--- config.mk ---
export PLATFORM = sky130hd
export DESIGN_NAME = json_byte_tokenizer
export DESIGN_NICKNAME = d
export VERILOG_FILES = /design/src/sv/jbt_pkg.sv /design/src/sv/jbt_lexer.sv /design/src/sv/jbt_out_fifo.sv /design/src/sv/json_byte_tokenizer.sv
export SDC_FILE = /design/constraint.sdc
export NUM_CORES = 1
export LEC_CHECK = 0
export ABC_AREA = 1
export BUFFER_PORTS_ARGS = -buffer_cell sky130_fd_sc_hd__buf_2
export CAP_MARGIN = 20
export CORE_ASPECT_RATIO = 0.7
export CORE_MARGIN = 2
export CORE_UTILIZATION = 50
export CTS_CLUSTER_SIZE = 25
export DETAILED_ROUTE_END_ITERATION = 8
export PLACE_DENSITY = 0.75
export SLEW_MARGIN = 20
export SYNTH_ARGS = -nofsm -noshare
export SYNTH_HDL_FRONTEND = slang
export SYNTH_SLANG_ARGS = --single-unit
--- constraint.sdc ---
create_clock -name clock -period 7.7 [get_ports clock]
set_input_delay 1.54 -clock clock [delete_from_list [all_inputs] [get_ports clock]]
set_output_delay 1.54 -clock clock [all_outputs]
set_load 0.02 [all_outputs]
--- src/sv/jbt_pkg.sv ---
// Shared types and codes for the JSON byte tokenizer.
`default_nettype none

package jbt_pkg;

   // Token kinds carried on the result channel.
   localparam logic [3:0] KIND_STRING = 4'd0;
   localparam logic [3:0] KIND_NUMBER = 4'd1;
   localparam logic [3:0] KIND_TRUE   = 4'd2;
   localparam logic [3:0] KIND_FALSE  = 4'd3;
   localparam logic [3:0] KIND_NULL   = 4'd4;
   localparam logic [3:0] KIND_LBRACE = 4'd5;
   localparam logic [3:0] KIND_RBRACE = 4'd6;
   localparam logic [3:0] KIND_LBRACK = 4'd7;
   localparam logic [3:0] KIND_RBRACK = 4'd8;
   localparam logic [3:0] KIND_COLON  = 4'd9;
   localparam logic [3:0] KIND_COMMA  = 4'd10;
   localparam logic [3:0] KIND_END    = 4'd11;

   // Error codes.
   localparam logic [1:0] ERR_NONE    = 2'd0;
   localparam logic [1:0] ERR_NUMBER  = 2'd1;
   localparam logic [1:0] ERR_KEYWORD = 2'd2;
   localparam logic [1:0] ERR_UNKNOWN = 2'd3;

   // Default depth of the result queue; it must hold at least two items.
   localparam int RESULT_DEPTH = 4;

   // One result item.
   typedef struct packed {
      logic [3:0] token_kind;
      logic [7:0] value_char;
      logic       has_char;
      logic       token_done;
      logic [1:0] error_code;
      logic       last;
   } result_type;

endpackage

`default_nettype wire

--- src/sv/jbt_lexer.sv ---
// Lexer state machine: turns one item into zero, one or two result items.
`default_nettype none

module jbt_lexer (
   input  wire logic                clock,
   input  wire logic                reset,
   input  wire logic                step,
   input  wire logic                action,
   input  wire logic [7:0]          in_byte,
   output jbt_pkg::result_type      res0,
   output jbt_pkg::result_type      res1,
   output logic [1:0]               res_count
);

   typedef enum logic [3:0] {
      M_IDLE, M_STR, M_ESC, M_NSIGN, M_NZERO, M_NINT, M_NDOT,
      M_NFRAC, M_NEXP, M_NESIGN, M_NEDIG, M_KW
   } mode_type;

   // Outcome of treating a byte as the start of a new token.
   typedef struct packed {
      mode_type            mode;
      logic                kw;
      logic [1:0]          which;
      logic                emit;
      logic                err;
      jbt_pkg::result_type res;
   } start_type;

   localparam logic [7:0] CH_SPACE = 8'h20;
   localparam logic [7:0] CH_LF    = 8'h0a;
   localparam logic [7:0] CH_CR    = 8'h0d;
   localparam logic [7:0] CH_TAB   = 8'h09;
   localparam logic [7:0] CH_QUOTE = 8'h22;
   localparam logic [7:0] CH_BSL   = 8'h5c;
   localparam logic [7:0] CH_DOT   = 8'h2e;
   localparam logic [7:0] CH_PLUS  = 8'h2b;
   localparam logic [7:0] CH_MINUS = 8'h2d;
   localparam logic [7:0] CH_ZERO  = 8'h30;
   localparam logic [7:0] CH_NINE  = 8'h39;
   localparam logic [7:0] CH_LOW_E = 8'h65;
   localparam logic [7:0] CH_UP_E  = 8'h45;
   localparam logic [7:0] CH_LOW_N = 8'h6e;
   localparam logic [7:0] CH_LOW_R = 8'h72;
   localparam logic [7:0] CH_LOW_T = 8'h74;
   localparam logic [7:0] CH_LOW_F = 8'h66;
   localparam logic [7:0] CH_LBRC  = 8'h7b;
   localparam logic [7:0] CH_RBRC  = 8'h7d;
   localparam logic [7:0] CH_LBRK  = 8'h5b;
   localparam logic [7:0] CH_RBRK  = 8'h5d;
   localparam logic [7:0] CH_COLON = 8'h3a;
   localparam logic [7:0] CH_COMMA = 8'h2c;

   mode_type   lex_mode_ff, lex_mode_in;
   logic [1:0] keyword_which_ff, keyword_which_in;
   logic [2:0] keyword_position_ff, keyword_position_in;
   logic       error_held_ff, error_held_in;

   function automatic jbt_pkg::result_type mk_res(logic [3:0] kind, logic [7:0] ch,
                                                  logic has, logic done, logic [1:0] err);
      jbt_pkg::result_type r;
      r.token_kind = kind;
      r.value_char = ch;
      r.has_char   = has;
      r.token_done = done;
      r.error_code = err;
      r.last       = 1'b0;
      return r;
   endfunction

   function automatic logic is_digit(logic [7:0] b);
      return (b >= CH_ZERO) && (b <= CH_NINE);
   endfunction

   // Keyword spelling: true, false, null.
   function automatic logic [7:0] kw_char(logic [1:0] w, logic [2:0] p);
      logic [7:0] c;
      c = 8'h00;
      case (w)
         2'd0: begin
            case (p)
               3'd0: c = 8'h74;
               3'd1: c = 8'h72;
               3'd2: c = 8'h75;
               3'd3: c = 8'h65;
               default: c = 8'h00;
            endcase
         end
         2'd1: begin
            case (p)
               3'd0: c = 8'h66;
               3'd1: c = 8'h61;
               3'd2: c = 8'h6c;
               3'd3: c = 8'h73;
               3'd4: c = 8'h65;
               default: c = 8'h00;
            endcase
         end
         default: begin
            case (p)
               3'd0: c = 8'h6e;
               3'd1: c = 8'h75;
               3'd2: c = 8'h6c;
               3'd3: c = 8'h6c;
               default: c = 8'h00;
            endcase
         end
      endcase
      return c;
   endfunction

   function automatic start_type start_fn(logic [7:0] b);
      start_type s;
      s.mode  = M_IDLE;
      s.kw    = 1'b0;
      s.which = 2'd0;
      s.emit  = 1'b0;
      s.err   = 1'b0;
      s.res   = mk_res(jbt_pkg::KIND_NUMBER, b, 1'b1, 1'b0, jbt_pkg::ERR_NONE);
      if (b == CH_SPACE || b == CH_LF || b == CH_CR || b == CH_TAB) begin
         s.emit = 1'b0;
      end else if (b == CH_QUOTE) begin
         s.mode = M_STR;
      end else if (b == CH_MINUS) begin
         s.emit = 1'b1;
         s.mode = M_NSIGN;
      end else if (is_digit(b)) begin
         s.emit = 1'b1;
         s.mode = (b == CH_ZERO) ? M_NZERO : M_NINT;
      end else if (b == CH_LOW_T || b == CH_LOW_F || b == CH_LOW_N) begin
         s.kw    = 1'b1;
         s.mode  = M_KW;
         s.which = (b == CH_LOW_T) ? 2'd0 : (b == CH_LOW_F) ? 2'd1 : 2'd2;
      end else begin
         s.emit = 1'b1;
         case (b)
            CH_LBRC:  s.res = mk_res(jbt_pkg::KIND_LBRACE, b, 1'b1, 1'b1, jbt_pkg::ERR_NONE);
            CH_RBRC:  s.res = mk_res(jbt_pkg::KIND_RBRACE, b, 1'b1, 1'b1, jbt_pkg::ERR_NONE);
            CH_LBRK:  s.res = mk_res(jbt_pkg::KIND_LBRACK, b, 1'b1, 1'b1, jbt_pkg::ERR_NONE);
            CH_RBRK:  s.res = mk_res(jbt_pkg::KIND_RBRACK, b, 1'b1, 1'b1, jbt_pkg::ERR_NONE);
            CH_COLON: s.res = mk_res(jbt_pkg::KIND_COLON, b, 1'b1, 1'b1, jbt_pkg::ERR_NONE);
            CH_COMMA: s.res = mk_res(jbt_pkg::KIND_COMMA, b, 1'b1, 1'b1, jbt_pkg::ERR_NONE);
            default: begin
               s.err = 1'b1;
               s.res = mk_res(jbt_pkg::KIND_STRING, 8'h00, 1'b0, 1'b0,
                              jbt_pkg::ERR_UNKNOWN);
            end
         endcase
      end
      return s;
   endfunction

   // One step of the lexer for the item held in the input register.
   always_comb begin
      jbt_pkg::result_type res [2];
      jbt_pkg::result_type num_res;
      logic [1:0] cnt;
      logic       need_start;
      logic       do_fail;
      logic [1:0] fail_code;
      logic [1:0] w;
      logic [2:0] klen;
      logic [2:0] pn;
      start_type  st;

      lex_mode_in         = lex_mode_ff;
      keyword_which_in    = keyword_which_ff;
      keyword_position_in = keyword_position_ff;
      error_held_in       = error_held_ff;
      res[0]     = mk_res(jbt_pkg::KIND_STRING, 8'h00, 1'b0, 1'b0, jbt_pkg::ERR_NONE);
      res[1]     = res[0];
      cnt        = 2'd0;
      need_start = 1'b0;
      do_fail    = 1'b0;
      fail_code  = jbt_pkg::ERR_NONE;
      w          = (keyword_which_ff == 2'd3) ? 2'd2 : keyword_which_ff;
      klen       = (w == 2'd1) ? 3'd5 : 3'd4;
      pn         = keyword_position_ff + 3'd1;
      st         = start_fn(in_byte);
      // A character that continues the current number.
      num_res    = mk_res(jbt_pkg::KIND_NUMBER, in_byte, 1'b1, 1'b0, jbt_pkg::ERR_NONE);

      if (step && !error_held_ff) begin
         if (action) begin
            // End of input: close what is open, then end token, or an error.
            case (lex_mode_ff)
               M_STR, M_ESC: begin
                  res[cnt[0]] = mk_res(jbt_pkg::KIND_STRING, 8'h00, 1'b0, 1'b1,
                                       jbt_pkg::ERR_NONE);
                  cnt = cnt + 2'd1;
               end
               M_NZERO, M_NINT, M_NFRAC, M_NEDIG: begin
                  res[cnt[0]] = mk_res(jbt_pkg::KIND_NUMBER, 8'h00, 1'b0, 1'b1,
                                       jbt_pkg::ERR_NONE);
                  cnt = cnt + 2'd1;
               end
               M_NSIGN, M_NDOT, M_NEXP, M_NESIGN: begin
                  do_fail   = 1'b1;
                  fail_code = jbt_pkg::ERR_NUMBER;
               end
               M_KW: begin
                  do_fail   = 1'b1;
                  fail_code = jbt_pkg::ERR_KEYWORD;
               end
               default: begin
                  cnt = cnt;
               end
            endcase
            if (!do_fail) begin
               res[cnt[0]] = mk_res(jbt_pkg::KIND_END, 8'h00, 1'b0, 1'b1,
                                    jbt_pkg::ERR_NONE);
               cnt = cnt + 2'd1;
               lex_mode_in         = M_IDLE;
               keyword_which_in    = 2'd0;
               keyword_position_in = 3'd0;
            end
         end else begin
            // A text byte.
            case (lex_mode_ff)
               M_STR: begin
                  if (in_byte == CH_QUOTE) begin
                     res[cnt[0]] = mk_res(jbt_pkg::KIND_STRING, 8'h00, 1'b0, 1'b1,
                                          jbt_pkg::ERR_NONE);
                     cnt = cnt + 2'd1;
                     lex_mode_in = M_IDLE;
                  end else if (in_byte == CH_BSL) begin
                     lex_mode_in = M_ESC;
                  end else begin
                     res[cnt[0]] = mk_res(jbt_pkg::KIND_STRING, in_byte, 1'b1, 1'b0,
                                          jbt_pkg::ERR_NONE);
                     cnt = cnt + 2'd1;
                  end
               end
               M_ESC: begin
                  res[cnt[0]] = mk_res(jbt_pkg::KIND_STRING,
                                       (in_byte == CH_LOW_N) ? CH_LF :
                                       (in_byte == CH_LOW_R) ? CH_CR :
                                       (in_byte == CH_LOW_T) ? CH_TAB : in_byte,
                                       1'b1, 1'b0, jbt_pkg::ERR_NONE);
                  cnt = cnt + 2'd1;
                  lex_mode_in = M_STR;
               end
               M_NSIGN: begin
                  if (is_digit(in_byte)) begin
                     res[cnt[0]] = num_res;
                     cnt = cnt + 2'd1;
                     lex_mode_in = (in_byte == CH_ZERO) ? M_NZERO : M_NINT;
                  end else begin
                     do_fail   = 1'b1;
                     fail_code = jbt_pkg::ERR_NUMBER;
                  end
               end
               M_NZERO, M_NINT: begin
                  if (is_digit(in_byte)) begin
                     if (lex_mode_ff == M_NZERO) begin
                        do_fail   = 1'b1;
                        fail_code = jbt_pkg::ERR_NUMBER;
                     end else begin
                        res[cnt[0]] = num_res;
                        cnt = cnt + 2'd1;
                     end
                  end else if (in_byte == CH_DOT) begin
                     res[cnt[0]] = num_res;
                     cnt = cnt + 2'd1;
                     lex_mode_in = M_NDOT;
                  end else if (in_byte == CH_LOW_E || in_byte == CH_UP_E) begin
                     res[cnt[0]] = num_res;
                     cnt = cnt + 2'd1;
                     lex_mode_in = M_NEXP;
                  end else begin
                     need_start = 1'b1;
                  end
               end
               M_NDOT: begin
                  if (is_digit(in_byte)) begin
                     res[cnt[0]] = num_res;
                     cnt = cnt + 2'd1;
                     lex_mode_in = M_NFRAC;
                  end else begin
                     do_fail   = 1'b1;
                     fail_code = jbt_pkg::ERR_NUMBER;
                  end
               end
               M_NFRAC: begin
                  if (is_digit(in_byte)) begin
                     res[cnt[0]] = num_res;
                     cnt = cnt + 2'd1;
                  end else if (in_byte == CH_LOW_E || in_byte == CH_UP_E) begin
                     res[cnt[0]] = num_res;
                     cnt = cnt + 2'd1;
                     lex_mode_in = M_NEXP;
                  end else begin
                     need_start = 1'b1;
                  end
               end
               M_NEXP: begin
                  if (in_byte == CH_PLUS || in_byte == CH_MINUS) begin
                     res[cnt[0]] = num_res;
                     cnt = cnt + 2'd1;
                     lex_mode_in = M_NESIGN;
                  end else if (is_digit(in_byte)) begin
                     res[cnt[0]] = num_res;
                     cnt = cnt + 2'd1;
                     lex_mode_in = M_NEDIG;
                  end else begin
                     do_fail   = 1'b1;
                     fail_code = jbt_pkg::ERR_NUMBER;
                  end
               end
               M_NESIGN: begin
                  if (is_digit(in_byte)) begin
                     res[cnt[0]] = num_res;
                     cnt = cnt + 2'd1;
                     lex_mode_in = M_NEDIG;
                  end else begin
                     do_fail   = 1'b1;
                     fail_code = jbt_pkg::ERR_NUMBER;
                  end
               end
               M_NEDIG: begin
                  if (is_digit(in_byte)) begin
                     res[cnt[0]] = num_res;
                     cnt = cnt + 2'd1;
                  end else begin
                     need_start = 1'b1;
                  end
               end
               M_KW: begin
                  if (keyword_position_ff < klen &&
                      in_byte == kw_char(w, keyword_position_ff)) begin
                     keyword_position_in = pn;
                     if (pn == klen) begin
                        res[cnt[0]] = mk_res(jbt_pkg::KIND_TRUE + {2'b00, w}, 8'h00,
                                             1'b0, 1'b1, jbt_pkg::ERR_NONE);
                        cnt = cnt + 2'd1;
                        lex_mode_in         = M_IDLE;
                        keyword_which_in    = 2'd0;
                        keyword_position_in = 3'd0;
                     end
                  end else begin
                     do_fail   = 1'b1;
                     fail_code = jbt_pkg::ERR_KEYWORD;
                  end
               end
               default: begin
                  lex_mode_in = M_IDLE;
                  need_start  = 1'b1;
               end
            endcase

            // A number ends here: close it, then treat the byte as a new start.
            // Idle and the unused mode codes only start a token.
            if (need_start) begin
               if (lex_mode_ff >= M_NZERO && lex_mode_ff <= M_NEDIG) begin
                  res[cnt[0]] = mk_res(jbt_pkg::KIND_NUMBER, 8'h00, 1'b0, 1'b1,
                                       jbt_pkg::ERR_NONE);
                  cnt = cnt + 2'd1;
               end
               lex_mode_in = st.mode;
               if (st.emit) begin
                  res[cnt[0]] = st.res;
                  cnt = cnt + 2'd1;
               end
               if (st.kw) begin
                  keyword_which_in    = st.which;
                  keyword_position_in = 3'd1;
               end
               if (st.err) begin
                  keyword_which_in    = 2'd0;
                  keyword_position_in = 3'd0;
                  error_held_in       = 1'b1;
               end
            end
         end

         // Errors emit one result and freeze the lexer until reset.
         if (do_fail) begin
            res[cnt[0]] = mk_res(jbt_pkg::KIND_STRING, 8'h00, 1'b0, 1'b0, fail_code);
            cnt = cnt + 2'd1;
            lex_mode_in         = M_IDLE;
            keyword_which_in    = 2'd0;
            keyword_position_in = 3'd0;
            error_held_in       = 1'b1;
         end

         if (cnt == 2'd1) begin
            res[0].last = 1'b1;
         end else if (cnt == 2'd2) begin
            res[1].last = 1'b1;
         end
      end

      res0      = res[0];
      res1      = res[1];
      res_count = cnt;
   end

   // Lexer state.
   always_ff @(posedge clock) begin
      if (reset) begin
         lex_mode_ff         <= M_IDLE;
         keyword_which_ff    <= 2'd0;
         keyword_position_ff <= 3'd0;
         error_held_ff       <= 1'b0;
      end else begin
         lex_mode_ff         <= lex_mode_in;
         keyword_which_ff    <= keyword_which_in;
         keyword_position_ff <= keyword_position_in;
         error_held_ff       <= error_held_in;
      end
   end

endmodule

`default_nettype wire

--- src/sv/jbt_out_fifo.sv ---
// Result queue: takes up to two items per cycle and hands out one.
`default_nettype none

module jbt_out_fifo #(
   parameter int DEPTH = jbt_pkg::RESULT_DEPTH
) (
   input  wire logic                clock,
   input  wire logic                reset,
   input  wire jbt_pkg::result_type push0,
   input  wire jbt_pkg::result_type push1,
   input  wire logic [1:0]          push_count,
   input  wire logic                pop,
   output jbt_pkg::result_type      head,
   output logic                     not_empty,
   output logic                     room_two
);

   localparam int AW = (DEPTH > 1) ? $clog2(DEPTH) : 1;
   localparam int CW = $clog2(DEPTH + 1);
   localparam logic [AW-1:0] LAST_IDX = AW'(DEPTH - 1);
   localparam logic [CW-1:0] ROOM_MAX = CW'(DEPTH - 2);

   jbt_pkg::result_type mem [DEPTH];
   logic [AW-1:0] wr_ptr_ff, wr_ptr_in;
   logic [AW-1:0] rd_ptr_ff, rd_ptr_in;
   logic [CW-1:0] count_ff, count_in;
   logic [AW-1:0] wr_next;
   logic [CW-1:0] level;

   function automatic logic [AW-1:0] inc(logic [AW-1:0] p);
      return (p == LAST_IDX) ? '0 : p + AW'(1);
   endfunction

   // Pointer and fill-level bookkeeping.
   always_comb begin
      wr_next   = inc(wr_ptr_ff);
      not_empty = (count_ff != '0);
      head      = mem[rd_ptr_ff];
      level     = count_ff - CW'(pop);
      room_two  = (level <= ROOM_MAX);
      rd_ptr_in = pop ? inc(rd_ptr_ff) : rd_ptr_ff;
      case (push_count)
         2'd1:    wr_ptr_in = wr_next;
         2'd2:    wr_ptr_in = inc(wr_next);
         default: wr_ptr_in = wr_ptr_ff;
      endcase
      count_in = level + CW'(push_count);
   end

   always_ff @(posedge clock) begin
      if (reset) begin
         wr_ptr_ff <= '0;
         rd_ptr_ff <= '0;
         count_ff  <= '0;
      end else begin
         wr_ptr_ff <= wr_ptr_in;
         rd_ptr_ff <= rd_ptr_in;
         count_ff  <= count_in;
      end
   end

   // Storage writes.
   always_ff @(posedge clock) begin
      if (push_count != 2'd0) begin
         mem[wr_ptr_ff] <= push0;
      end
      if (push_count == 2'd2) begin
         mem[wr_next] <= push1;
      end
   end

endmodule

`default_nettype wire

--- src/sv/json_byte_tokenizer.sv ---
// Top level of the streaming JSON byte tokenizer.
// An accepted item waits in the input register; its results reach rsp_ through the queue.
// Throughput: one item per cycle while the queue has room for two; results leave one per
// cycle from a small queue while rsp_ready is high, so two-result items are paced by rsp_.
// Reset is synchronous and active high: lexer returns to idle, errors clear, queue empties.
`default_nettype none

module json_byte_tokenizer #(
   parameter int RESULT_DEPTH = jbt_pkg::RESULT_DEPTH
) (
   input  wire logic       clock,
   input  wire logic       reset,
   input  wire logic       req_valid,
   output logic            req_ready,
   input  wire logic       req_action,
   input  wire logic [7:0] req_in_byte,
   output logic            rsp_valid,
   input  wire logic       rsp_ready,
   output logic [3:0]      rsp_token_kind,
   output logic [7:0]      rsp_value_char,
   output logic            rsp_has_char,
   output logic            rsp_token_done,
   output logic [1:0]      rsp_error_code,
   output logic            rsp_last
);

   logic                in_valid_ff, in_valid_in;
   logic                action_ff;
   logic [7:0]          byte_ff;
   logic                step;
   logic                room_two;
   logic                pop;
   jbt_pkg::result_type res0, res1, head;
   logic [1:0]          res_count;

   // Input register: an item moves on when the queue has room for two results.
   always_comb begin
      step        = in_valid_ff && room_two;
      req_ready   = !in_valid_ff || step;
      in_valid_in = (req_valid && req_ready) ? 1'b1 : (step ? 1'b0 : in_valid_ff);
      pop         = rsp_valid && rsp_ready;
   end

   always_ff @(posedge clock) begin
      if (reset) begin
         in_valid_ff <= 1'b0;
      end else begin
         in_valid_ff <= in_valid_in;
      end
   end

   always_ff @(posedge clock) begin
      if (req_valid && req_ready) begin
         action_ff <= req_action;
         byte_ff   <= req_in_byte;
      end
   end

   jbt_lexer u_lexer (
      .clock     (clock),
      .reset     (reset),
      .step      (step),
      .action    (action_ff),
      .in_byte   (byte_ff),
      .res0      (res0),
      .res1      (res1),
      .res_count (res_count)
   );

   jbt_out_fifo #(
      .DEPTH (RESULT_DEPTH)
   ) u_out_fifo (
      .clock      (clock),
      .reset      (reset),
      .push0      (res0),
      .push1      (res1),
      .push_count (res_count),
      .pop        (pop),
      .head       (head),
      .not_empty  (rsp_valid),
      .room_two   (room_two)
   );

   // Result fields from the head of the queue.
   assign rsp_token_kind = head.token_kind;
   assign rsp_value_char = head.value_char;
   assign rsp_has_char   = head.has_char;
   assign rsp_token_done = head.token_done;
   assign rsp_error_code = head.error_code;
   assign rsp_last       = head.last;

endmodule

`default_nettype wire
## Word-level counts from Yosys, hierarchy flattened

Memory sizes are Yosys's and may differ from the RTL's. A register that Yosys moved wholly into a read port is not among the register bits.
Index checks and enable logic that the tools add are counted.

| word-level totals | value |
|---|---|
| register bits after elaboration | 27 |
| memory bits (writable) | 68 |
| bits of input ports | 13 |
| output and inout bits | 19 |
| memories | 1 |

Memory list:

| memory | depth | bits a word | read ports | clocked after memory_dff | wr ports | line | text |
|---|---|---|---|---|---|---|---|
| u_out_fifo.mem | 4 | 17 | 1 | 1 | 2 | jbt_out_fifo.sv:23 | `jbt_pkg::result_type mem [DEPTH];` |

| operators by class | value |
|---|---|
| add/subtract/negate cells | 11 |
| $lt $le $gt $ge | 14 |
| equal/unequal tests | 58 |
| muxes and demuxes | 180 |
| bitwise operators | 10 |
| reductions and logical operators | 43 |

Operator list:

| kind | number |
|---|---|
| 2-to-1 mux 34 bit | 11 |
| 2-to-1 mux 17 bit | 13 |
| case mux 17 bit (7 select lines) | 1 |
| case mux 17 bit (6 select lines) | 1 |
| == test 8 x 7 -> 1 bit (second input constant) | 11 |
| 2-to-1 mux 2 bit | 42 |
| 2-to-1 mux 4 bit | 19 |
| 2-to-1 mux 14 bit | 5 |
| bitwise mux 34 bit | 2 |
| demux 17 bit (select 1 bit) | 4 |
| == test 8 x 6 -> 1 bit (second input constant) | 8 |
| 2-to-1 mux 18 bit | 3 |
| 2-to-1 mux 8 bit | 6 |
| 2-to-1 mux 1 bit | 45 |
| case mux 4 bit (10 select lines) | 1 |
| case mux 7 bit (5 select lines) | 1 |
| 2-to-1 mux 3 bit | 11 |
| AND 30 bit | 1 |
| NOT 30 bit | 1 |
| case mux 14 bit (2 select lines) | 1 |
| case mux 7 bit (4 select lines) | 1 |
| AND 26 bit | 1 |
| NOT 26 bit | 1 |
| == test 8 x 4 -> 1 bit (second input constant) | 3 |
| 59 further kinds | 123 |

## Logic depth before layout (Yosys ltp)

| logic depth | value |
|---|---|
| depth in word-level cells | 34 |
| mapped depth | 31 |
| gate-level depth less buffers | 30 |

## Hierarchy

From an unflattened synthesis, not the netlist that was laid out.

| unflattened totals | value |
|---|---|
| cells, all modules | 978 |
| area, all modules | 7252.0 um^2 |

Modules (own cells, without submodules):

| module | times used | cells an instance | area an instance (um^2) |
|---|---|---|---|
| jbt_out_fifo | 1 | 406 | 3982.6 |
| jbt_lexer | 1 | 553 | 2936.6 |
| json_byte_tokenizer | 1 | 19 | 332.8 |

## Worst setup path before layout

Ideal clock, no wire load.

| path | value |
|---|---|
| kind | input port to flip-flop |
| start point | in rsp_ready |
| end point | mem u_out_fifo.mem[3][0] (netlist bit), enable pin |
| setup time | 415 ps |
| data arrival time | 4716 ps |
| slack | 2569 ps |
| stages | 14 |
| buffers on the path | 0 |
| cell sequence | nand2_1 -> inv_1 -> ha_1 -> ha_1 -> xnor2_1 -> o21ai_0 -> nor2_1 -> nand2_1 -> clkinv_1 -> nand2_1 -> nor2_4 -> inv_1 -> ha_1 -> o21ai_0 |

RTL lines:

| element | line | text |
|---|---|---|
| start: declaration | json_byte_tokenizer.sv:18 | `input wire logic rsp_ready,` |
| end: declaration | jbt_out_fifo.sv:23 |  |

==> impl_metrics.ini <==
[floorplan]
start_util_pct = 51.40
row_count = 35
dieArea_sq_um = 14560
core-area_sq_um = 13230
io_pins = 32
die_height_microns = 101.6
die_x_microns = 143.4

[critical_path]
crit_top_cell = nand2_1
r2r_slack_ns = 2.33
rr_worst_depth = 29
worstPathRequired_ns = 7.80
crit_start = byte_ff[2]
critPathSlowestCell = clkinv_1
timing.rr.start = byte_ff[2]
slowest_delay_ns = 0.68
critPathKind = flop to flop
cp-start-kind = flop
crit_path_end_kind = flop
r2r_end = u_out_fifo.mem[1][0]
arrival_ns = 5.47
path_max_fanout = 25

[detailed_routing]
wl_per_cell_microns = 17.23
route.antenna.remaining_nets = 0
via_count = 6465
drc = 0
via_per_inst = 5.726
drt_iter0_drc = 863
routed_wl_mm = 19.45
drt_pass1_iterations = 6

[cts]
cts_htree_levels = 3
cts.hold.buffers_added = 0
cts-resized-gates = 0
cts_buffers = 9
ctsLongestPathBuffers = 2
cts.clk_slew.worst_paths_ns = 0.07
cts.sinks = 97
postCtsSetupRepairBufs = 0
root_buffer = clkbuf_16
worstSkewPairLatency_ns = 0.36
cts_tree = built

[yosys]
syn-cell-area_sq_um = 6798
synth.distinct_cells = 55
synth_top_area_cell = edfxtp_1
synth_nets = 955
async_flop_share_pct = 0
syn_inst = 918
yosys_warnings = 0
ys_seq_area_share_pct = 39.90
yosys-top-cells-area = edfxtp_1 34%, nand2_1 11%, nor2_1 6.8%, dfxtp_1 5.9%, o21ai_0 5.8%
ys_seq_elements = 97
postSynthAreaPerCell_sq_um = 7.405
synthFlopType = edfxtp_1
synth_top_area_share_pct = 34.01
synth-edff-count = 77

[power]
switching_power_mw = 1.062
switching_share_pct = 44.88
power_frac_comb_pct = 47.2
intPower_mw = 1.305
clkPwrFrac_pct = 20.9
cellLeakagePower_nw = 3.057
ir_worst_vdd_mv = 0.2087
power.density_nw_per_um2 = 318.8
seqPwrFrac_pct = 31.9
power.total_mw = 2.367

[min_path]
min_to = u_lexer.error_held_ff
worstHoldStart = u_lexer.error_held_ff
hp-class = flop to flop
holdPathStages = 2

[placed_design]
dp_hpwl_mm = 14.36
place_area_sq_um = 7104
numPortBuffers = 31
post-place-cells = 1113
place_congestion = 0.9900

[run]
drv_cap = 0

[outcome]
outcome = finished, final reports clean

[sta]
fin_tns_setup_ns = 0
hold_viol_final = 0
fin_crit_sh_pct = 69.72
drv_slew = 0
worst_slew_pin_slew_ns = 0.9934
clock-skew-final_ns = 0.01029
slew_headroom_pct = 33.70
hold_slack_ns = 0.4604
setup_viol = 0
rsz0062_at_grt = no
fin_crit_ns = 5.369
max_freq_ghz = 0.1863

[global_routing]
antenna_found_initial = 0
grt_pass1_vias = 5866
gr-total-overflow = 0
grt_pass1_wl_mm = 31.64
grtUsageTotal_pct = 28.47
grt_start_max_net_pins = 36

[final_layout]
syn_to_final_growth_pct = 9.221
num_antenna_cells = 0
nNetsFinal = 976
design_area_sq_um = 7425
drive_gt1_share_pct = 12.29
stdcell_count = 1129
nFillCells = 1228
## layout by cell type (no fill, tap or decap), types with 15 or more instances in the layout
cell,synthesis,final
ha_1,23,23
o21ai_1,43,47
dfxtp_1,20,20
inv_1,87,87
nor2_1,123,123
nand3_1,50,50
buf_2,4,31
o21ai_0,79,75
nand2_1,206,206
a21oi_1,32,31
nor3_1,15,15
o22ai_1,20,20
edfxtp_1,77,77
## synth_stat cells (3+ instances only)
cell type and instances:
buf_2 4, nor2_2 12, ha_1 23, nand4_1 10, o21ai_1 43, nor2_1 123
o21ai_2 4, nor3_1 15, a21oi_1 32, clkbuf_1 19, nor2_4 3, a31oi_1 4
mux2i_1 8, inv_1 87, edfxtp_1 77, xor2_1 3, o21ai_0 79, o22ai_1 20
inv_2 11, o211ai_1 8, nand2_1 206, nand2_2 14, dfxtp_1 20, clkinv_1 5
nand3_1 50, a21oi_2 3
## power groups by stage
stage               Combinational (mW)  Sequential [mW]  Clock, mW
global route                      1.24            0.767      0.518
finish                            1.12            0.755      0.495
CTS                               1.10            0.754      0.498
global placement                  1.08            0.765          0
detailed placement                1.09            0.765          0
floorplan                        0.803            0.749          0
## how the worst max path moves through the flow
stage / to / slack (ns) / cells past startpoint
detailed placement: u_out_fifo.mem[2][10] / 2.21 / 16
floorplan: u_out_fifo.mem[3][0] / 2.57 / 14
global placement: u_out_fifo.mem[3][0] / 2.32 / 16
CTS: u_out_fifo.mem[2][10] / 2.47 / 29
global route: u_out_fifo.mem[2][5] / 1.86 / 27
finish: u_out_fifo.mem[1][0] / 2.33 / 29
## layer usage
| metal | share of wire [%] | up-vias | global-route usage [%] |
|---|---|---|---|
| met1 | 46 | 2943 | 43.61 |
| met3 | 12 | 32 | 8.132 |
| met4 | 1.7 | 0 | 7.391 |
| met2 | 40 | 341 | 39.16 |
| li1 | - | 3149 | - |
| met5 | 0 | - | 0 |
## worst max-delay path, delay by kind of cell (launching register included)
family | cells | cell delay, ns
AND/OR/NAND/NOR | 20 | 2.60
flip-flops | 1 | 0.60
buffers and inverters | 7 | 1.27
adder cells (fa/ha/maj) | 2 | 0.63
## area by class of cell
| cell class | instances | area [sq um] | share of cell area (%) |
|---|---|---|---|
| multi-input cells | 689 | 3563 | 47.99 |
| flip-flops and latches | 97 | 2713 | 36.54 |
| inverters | 105 | 400.4 | 5.393 |
| well taps | 185 | 231.5 | 3.118 |
| clock buffers | 9 | 225.2 | 3.033 |
| repair buffers | 37 | 200.2 | 2.696 |
| clock inverters | 7 | 91.34 | 1.230 |
## cell families after synthesis
group / Yosys count / share of synthesized area [%]
muxes: 9 / 1.344
buffers and inverters: 132 / 7.730
xor gates and xnor gates: 5 / 0.6443
AOI/OAI and AO/OA: 209 / 17.76
DFF: 97 / 39.90
and+or+nand+nor: 442 / 28.09
adders and majority gates: 24 / 4.528
## stage by stage
stage,setup slack [ns],utilization [%]
4_1_cts,2.470,56.11
3_3_place_gp,2.324,53.72
3_5_place_dp,2.205,53.72
2_1_floorplan,2.569,-
5_1_grt,1.857,56.14
6_report,2.332,56.14
## flip-flops by register name (all words and copies together), names as in the netlist, 2 cells and up, named ones only
signal,cells
u_lexer.keyword_position_ff,3
u_lexer.lex_mode_ff,4
u_out_fifo.rd_ptr_ff,2
u_out_fifo.count_ff,3
u_lexer.keyword_which_ff,2
u_out_fifo.wr_ptr_ff,2
u_out_fifo.mem,68
byte_ff,8
No activity file was read; power rests on OpenSTA's default activity.
